**src/sv/lpfr_pkg.sv**
```systemverilog
// ----------------------------------------------------------------------------
// lpfr_pkg: shared types and constants for the page LCD frame store
// Operation codes, panel command bytes and the command word that the front
// end hands to the execution unit through the queue.
// ----------------------------------------------------------------------------
`default_nettype none

package lpfr_pkg;

    // Geometry defaults (pixel column and row fields are 7 and 6 bits wide)
    localparam int COLUMNS_DEFAULT = 128;
    localparam int PAGES_DEFAULT   = 8;
    localparam int ROWS_PER_PAGE   = 8;

    // Depth of the queue between front end and execution unit
    localparam int QUEUE_DEPTH = 2;

    // Panel command bytes
    localparam logic [7:0] CMD_PAGE     = 8'hB0;
    localparam logic [7:0] CMD_COL_HIGH = 8'h10;
    localparam logic [7:0] CMD_COL_LOW  = 8'h00;
    localparam logic [3:0] NIBBLE_MASK  = 4'hF;

    // Operation codes carried on s_tuser
    typedef enum logic [1:0] {
        OP_PIXEL   = 2'd0,
        OP_FILL    = 2'd1,
        OP_REFRESH = 2'd2,
        OP_TICK    = 2'd3
    } op_t;

    // Position inside one page of a refresh
    typedef enum logic [1:0] {
        PH_PAGE     = 2'd0,
        PH_COL_HIGH = 2'd1,
        PH_COL_LOW  = 2'd2,
        PH_DATA     = 2'd3
    } phase_t;

    // Classified command word
    typedef struct packed {
        op_t        op;
        logic [6:0] col;       // pixel column or first refresh column
        logic [2:0] page;      // pixel page or first refresh page
        logic [2:0] bit_sel;   // row inside the page
        logic       pixel_on;
        logic       hit;       // pixel lies inside the store
        logic [7:0] fill;
        logic [2:0] end_page;  // last refresh page, limited to the store
        logic [6:0] end_col;   // last refresh column, limited to the store
        logic       area_ok;   // refresh page range is not empty
    } cmd_t;

endpackage

`default_nettype wire

```
**src/sv/lpfr_queue.sv**
```systemverilog
// ----------------------------------------------------------------------------
// lpfr_queue: short command queue
// Register FIFO that decouples the front end from the execution unit.
// ----------------------------------------------------------------------------
`default_nettype none

module lpfr_queue (
    input  wire logic           aclk,
    input  wire logic           aresetn,
    input  wire logic           push,
    input  wire lpfr_pkg::cmd_t push_cmd,
    output logic                full,
    output logic                head_valid,
    output lpfr_pkg::cmd_t      head_cmd,
    input  wire logic           pop
);

    localparam int PTR_W = (lpfr_pkg::QUEUE_DEPTH > 1) ? $clog2(lpfr_pkg::QUEUE_DEPTH) : 1;
    localparam int CNT_W = $clog2(lpfr_pkg::QUEUE_DEPTH + 1);

    lpfr_pkg::cmd_t entry_reg [lpfr_pkg::QUEUE_DEPTH];
    logic [PTR_W-1:0] wr_ptr_reg, wr_ptr_next;
    logic [PTR_W-1:0] rd_ptr_reg, rd_ptr_next;
    logic [CNT_W-1:0] count_reg, count_next;

    assign full       = (count_reg == CNT_W'(lpfr_pkg::QUEUE_DEPTH));
    assign head_valid = (count_reg != '0);
    assign head_cmd   = entry_reg[rd_ptr_reg];

    // Pointer and fill count update
    always_comb begin
        wr_ptr_next = wr_ptr_reg;
        rd_ptr_next = rd_ptr_reg;
        count_next  = count_reg;
        if (push) begin
            wr_ptr_next = (wr_ptr_reg == PTR_W'(lpfr_pkg::QUEUE_DEPTH - 1)) ? '0
                                                                               : wr_ptr_reg + 1'b1;
        end
        if (pop) begin
            rd_ptr_next = (rd_ptr_reg == PTR_W'(lpfr_pkg::QUEUE_DEPTH - 1)) ? '0
                                                                               : rd_ptr_reg + 1'b1;
        end
        if (push && !pop) begin
            count_next = count_reg + 1'b1;
        end else if (pop && !push) begin
            count_next = count_reg - 1'b1;
        end
    end

    always_ff @(posedge aclk) begin
        if (!aresetn) begin
            wr_ptr_reg <= '0;
            rd_ptr_reg <= '0;
            count_reg  <= '0;
        end else begin
            wr_ptr_reg <= wr_ptr_next;
            rd_ptr_reg <= rd_ptr_next;
            count_reg  <= count_next;
        end
    end

    // Entry storage
    always_ff @(posedge aclk) begin
        if (push) begin
            entry_reg[wr_ptr_reg] <= push_cmd;
        end
    end

endmodule

`default_nettype wire

```
**config.mk**
```make
export PLATFORM = sky130hd
export DESIGN_NAME = lpfr_queue
export DESIGN_NICKNAME = d
export VERILOG_FILES = /design/src/sv/lpfr_pkg.sv /design/src/sv/lpfr_queue.sv
export SDC_FILE = /design/constraint.sdc
export NUM_CORES = 1
export LEC_CHECK = 0
export BUFFER_PORTS_ARGS = -buffer_cell sky130_fd_sc_hd__buf_4
export CAP_MARGIN = 0
export CORE_MARGIN = 1.5
export CORE_UTILIZATION = 25
export DETAILED_ROUTE_END_ITERATION = 6
export PLACE_DENSITY = 0.47
export SYNTH_ARGS = -nofsm -noshare
export SYNTH_HDL_FRONTEND = slang
export SYNTH_SLANG_ARGS = --single-unit
```
**constraint.sdc**
```tcl
create_clock -name aclk -period 2.9 [get_ports aclk]
set_clock_uncertainty 0.05 [all_clocks]
set_input_delay 0.29 -clock aclk [delete_from_list [all_inputs] [get_ports aclk]]
set_output_delay 0.29 -clock aclk [all_outputs]
set_load 0.02 [all_outputs]
```
Word-level counts from Yosys, hierarchy flattened --
Memories as Yosys holds them, arrays and structs flattened. A register that Yosys moved wholly into a read port is not among the register bits. Cells that the tools add are included.
Word-level totals: register bits 4, memory bits (writable) 72, bits of input ports 40, output and inout bits 38, logic and storage cells 23, memories kept 1
Operators by class: add/sub/neg operators 4, eq/ne operators 1, muxes and demuxes 8, reductions and logical operators 6
Memory list:
- entry_reg | depth 2, width 36, read ports 1, clocked after memory_dff 1, write ports 1, RTL line lpfr_queue.sv:21 | lpfr_pkg::cmd_t entry_reg [lpfr_pkg::QUEUE_DEPTH];
Operators by type and width (count):
- $mux 1 | 6
- $mux 2 | 2
- $reduce_bool 2->1 | 2
- $add 1x1->1 const B | 2
- $add 2x1->2 const B | 1
- $eq 2x2->1 const B | 1
- $logic_and 1x1->1 | 2
- $logic_not 1->1 | 2
- $sub 2x1->2 const B | 1

Logic depth before layout (Yosys ltp) --
depth in word-level cells 4, gate-level depth with buffers 5, depth with buffers taken out 5

Worst setup path before layout --
Ideal clock, no wire load.
kind reg2reg, start reg wr_ptr_reg, end mem entry_reg[0][0] (netlist bit), enable pin, library setup time 435 ps, arrival 1951 ps, required time 2415 ps, setup slack 464 ps, stages on the path, launching flop included 2, buffers on the path 0, clock period less this slack 2436 ps, cells stage by stage dfxtp_1 nor2b_1
RTL lines:
- from (decl) | RTL line lpfr_queue.sv:22 | logic [PTR_W-1:0] wr_ptr_reg, wr_ptr_next;
- from (signal assigned) | RTL line lpfr_queue.sv:56 | wr_ptr_reg <= wr_ptr_next;
- to (decl) | RTL line lpfr_queue.sv:21
Straight into the memory's write port.

==> metrics.md <==
| Metric | Value |
|---|---|
| H-tree depth | `3` |
| Total Neg Setup Slack | `0 ns` |
| Hold crit path type | `in2reg` |
| Number of global-route vias before repair | `1466` |
| Yosys reg bits | `between 70 and 80` |
| Longest Clk Path Bufs | `2` |
| Num rows | `38` |
| Cts repair resizes | `0` |
| WL final | `5250 microns` |
| Hold_buf cts | `0` |
| Combinational power share | `12.1%` |
| Worst slack at placement | `1.04 ns` |
| Initial detailed-routing violation count | `64` |
| Post-synthesis sequential area ratio | `roughly four fifths` |
| Final period utilization | `73.7%` |
| Syn avg cell area | `21.1 sq um` |
| Mapped Cells | `134` |
| Initial Util | `about a quarter` |
| # diodes | `0` |
| Critical Path RT | `between 2 and 3 ns` |
| Wire length per cell | `between 10 and 15 microns` |
| Fin. Hold Viols | `0` |
| Slew of the pin with the lowest slew margin | `between 0.5 and 0.6 ns` |
| Netlist cell types | `17` |
| Area Overhead vs Synth | `38.3%` |
| # port buffers | `77` |
| Cell mode on critical path | `buf_4` |
| WHS Path Cells | `1` |
| Worst path cell trace | `buf_4 > mux2_2 > buf_4` |
| Final setup vio count | `0` |
| ANT nets after route | `0` |
| Final instance area | `~3900 sq um` |
| Arrival time at the worst endpoint | `between 1.5 and 2 ns` |
| TritonRoute pass-1 iters | `4` |
| Detailed placer's ending HPWL | `between 3000 and 4000 microns` |
| Max FO, Critical Path | `22` |
| Die width | `~110 microns` |
| Status | `complete, no violations` |
| GRT Total Usage | `under 10%` |
| Worst Setup End Kind | `primary output` |
| Max Freq | `0.468 GHz` |
| Dpl cell area | `approximately 3600 sq um` |
| Via count | `roughly 1500` |
| Worst-Skew Late Latency | `around 0.32 ns` |
| Max FFs per register | `between 70 and 80` |
| Postcts setup bufs | `0` |
| Seq pwr share | `46.4%` |
| Normalized max-slew margin | `62.6%` |
| Cell area after synthesis | `about 2800 sq um` |
| Avg Vias per Cell | `roughly 4.0` |
| Worst-path clk slew | `around 0.060 ns` |
| GRT overflow | `0` |
| Core Footprint | `between 10000 and 15000 sq um` |
| RSZ-0062 raised after global routing | `no` |
| Post-synthesis net count | `~180` |
| CP max stage delay | `0.68 ns` |
| Num CTS Buffers | `9` |
| Largest net degree at the start of global routing | `23` |
| Setup WS post-layout | `~0.76 ns` |
| Period minus WS final | `about 2.1 ns` |
| Initial antenna violation count | `0` |
| Switching part of the total | `between 20% and 30%` |
| Yosys warns | `0` |
| Clock sink count | `77` |
| I/O pin count | `78` |
| CTS tree | `done` |
| Int Pwr | `2.21 mW` |
| Maximum VDD drop | `289 uV` |
| CP startpoint kind | `register` |
| Power density cells | `722 nW/um^2` |
| CP Class | `reg2out` |
| Crit-path slowest cell | `dfxtp_2` |
| Nets | `roughly 260` |
| DRC Markers | `0` |
| Clock root buffer | `clkbuf_16` |
| Pins Over Slew Limit | `0` |
| First-pass GRT wire length | `7760 microns` |
| Max cap viols | `0` |
| Core Util, Final | `a little over a third` |
| Layout cells sized above 1 | `between 50% and 60%` |
| Die height | `approximately 110 microns` |
| Static leakage power | `~1.5 nW` |
| Sw power | `0.612 mW` |
| Die Footprint | `around 12000 sq um` |
| Clk pwr share | `41.5%` |
| GP Congestion | `between 0.6 and 0.7` |
| Register-to-Register Path Depth | `2` |
-- through the flow --
step / hold slack [ns] / total power, mW / cells
3_5_place_dp: 0.429 / 1.68 / 351
4_1_cts: 0.0825 / 2.87 / 367
6_report: 0.0956 / 2.82 / 367
3_3_place_gp: 0.426 / 1.68 / 351
5_1_grt: 0.0802 / 2.95 / 367
2_1_floorplan: 0.339 / 1.52 / 134
-- logic make-up (layout without fill, tap and decap cells) --
logic type	after synthesis	in the layout	share of synthesized area, %
compound gates	3	3	0.708
xor+xnor	3	3	0.929
fa+ha+maj	1	1	0.442
buf+inv	5	98	1.50
flops	77	77	80.0
mux	36	36	14.3
simple gates	9	9	2.08
-- synth_stat cells --
master | number | area (sq um)
a21boi_1 | 1 | 7.51
and2_1 | 4 | 25.0
and2b_2 | 1 | 8.76
buf_2 | 1 | 5.00
buf_6 | 3 | 33.8
dfxtp_1 | 5 | 100
edfxtp_1 | 72 | 2160
ha_1 | 1 | 12.5
inv_1 | 1 | 3.75
mux2_2 | 36 | 405
nor2b_1 | 2 | 12.5
o21a_1 | 1 | 7.51
o21ai_0 | 1 | 5.00
or2_2 | 1 | 6.26
or3_1 | 1 | 6.26
xnor2_1 | 1 | 8.76
xor2_1 | 2 | 17.5
-- area by class of cell --
type,count,area [sq um]
clock buffers,10,229
clock inverters,6,86.3
fillers,1062,7030
inverters,1,3.75
multi-input cells,52,532
flip-flops and latches,77,2260
well taps,140,175
repair buffers,81,621
-- worst paths after layout --
kind / slack, ns / startpoint / end
min reg2reg: 0.44 / count_reg[1] / count_reg[1]
min: 0.1 / push_cmd[14] / entry_reg[0][14]
max: 0.76 / register / head_cmd[19]
max reg2reg: 1.33 / wr_ptr_reg / entry_reg[1][20]
-- power by group through the flow --
stage / Sequential [mW] / Clock (mW) / Combinational, mW
detailed placement: 1.33 / 0 / 0.348
finish: 1.31 / 1.17 / 0.341
CTS: 1.31 / 1.21 / 0.349
floorplan: 1.32 / 0 / 0.202
global placement: 1.33 / 0 / 0.347
global route: 1.32 / 1.26 / 0.367
-- critical path: cells and delay by family, from the launching register on --
family	cells	cell delay [ns]
buf+inv	2	0.44
mux	1	0.35
flops	1	0.68
-- placed cells by master, fill, tap and decap left out, drive strengths merged --
cell / count
inv: 2
bufinv: 2
o21ai: 1
xor2: 2
clkinv: 3
a21boi: 1
buf: 81
xnor2: 1
or2: 1
o21a: 1
mux2: 36
nor2b: 2
clkbuf: 10
dfxtp: 5
and2: 4
and2b: 1
edfxtp: 72
or3: 1
ha: 1
-- per-layer routing --
layer	GRT usage [%]	vias to the layer above	wire length, microns	share of wire (%)
met4	3.90	0	42	0.80
met1	11.7	734	2280	43
met3	3.85	6	405	7.7
li1	-	696	-	-
met5	0	-	0	0
met2	13.3	48	2530	48
No activity file was read; power rests on OpenSTA's default activity.
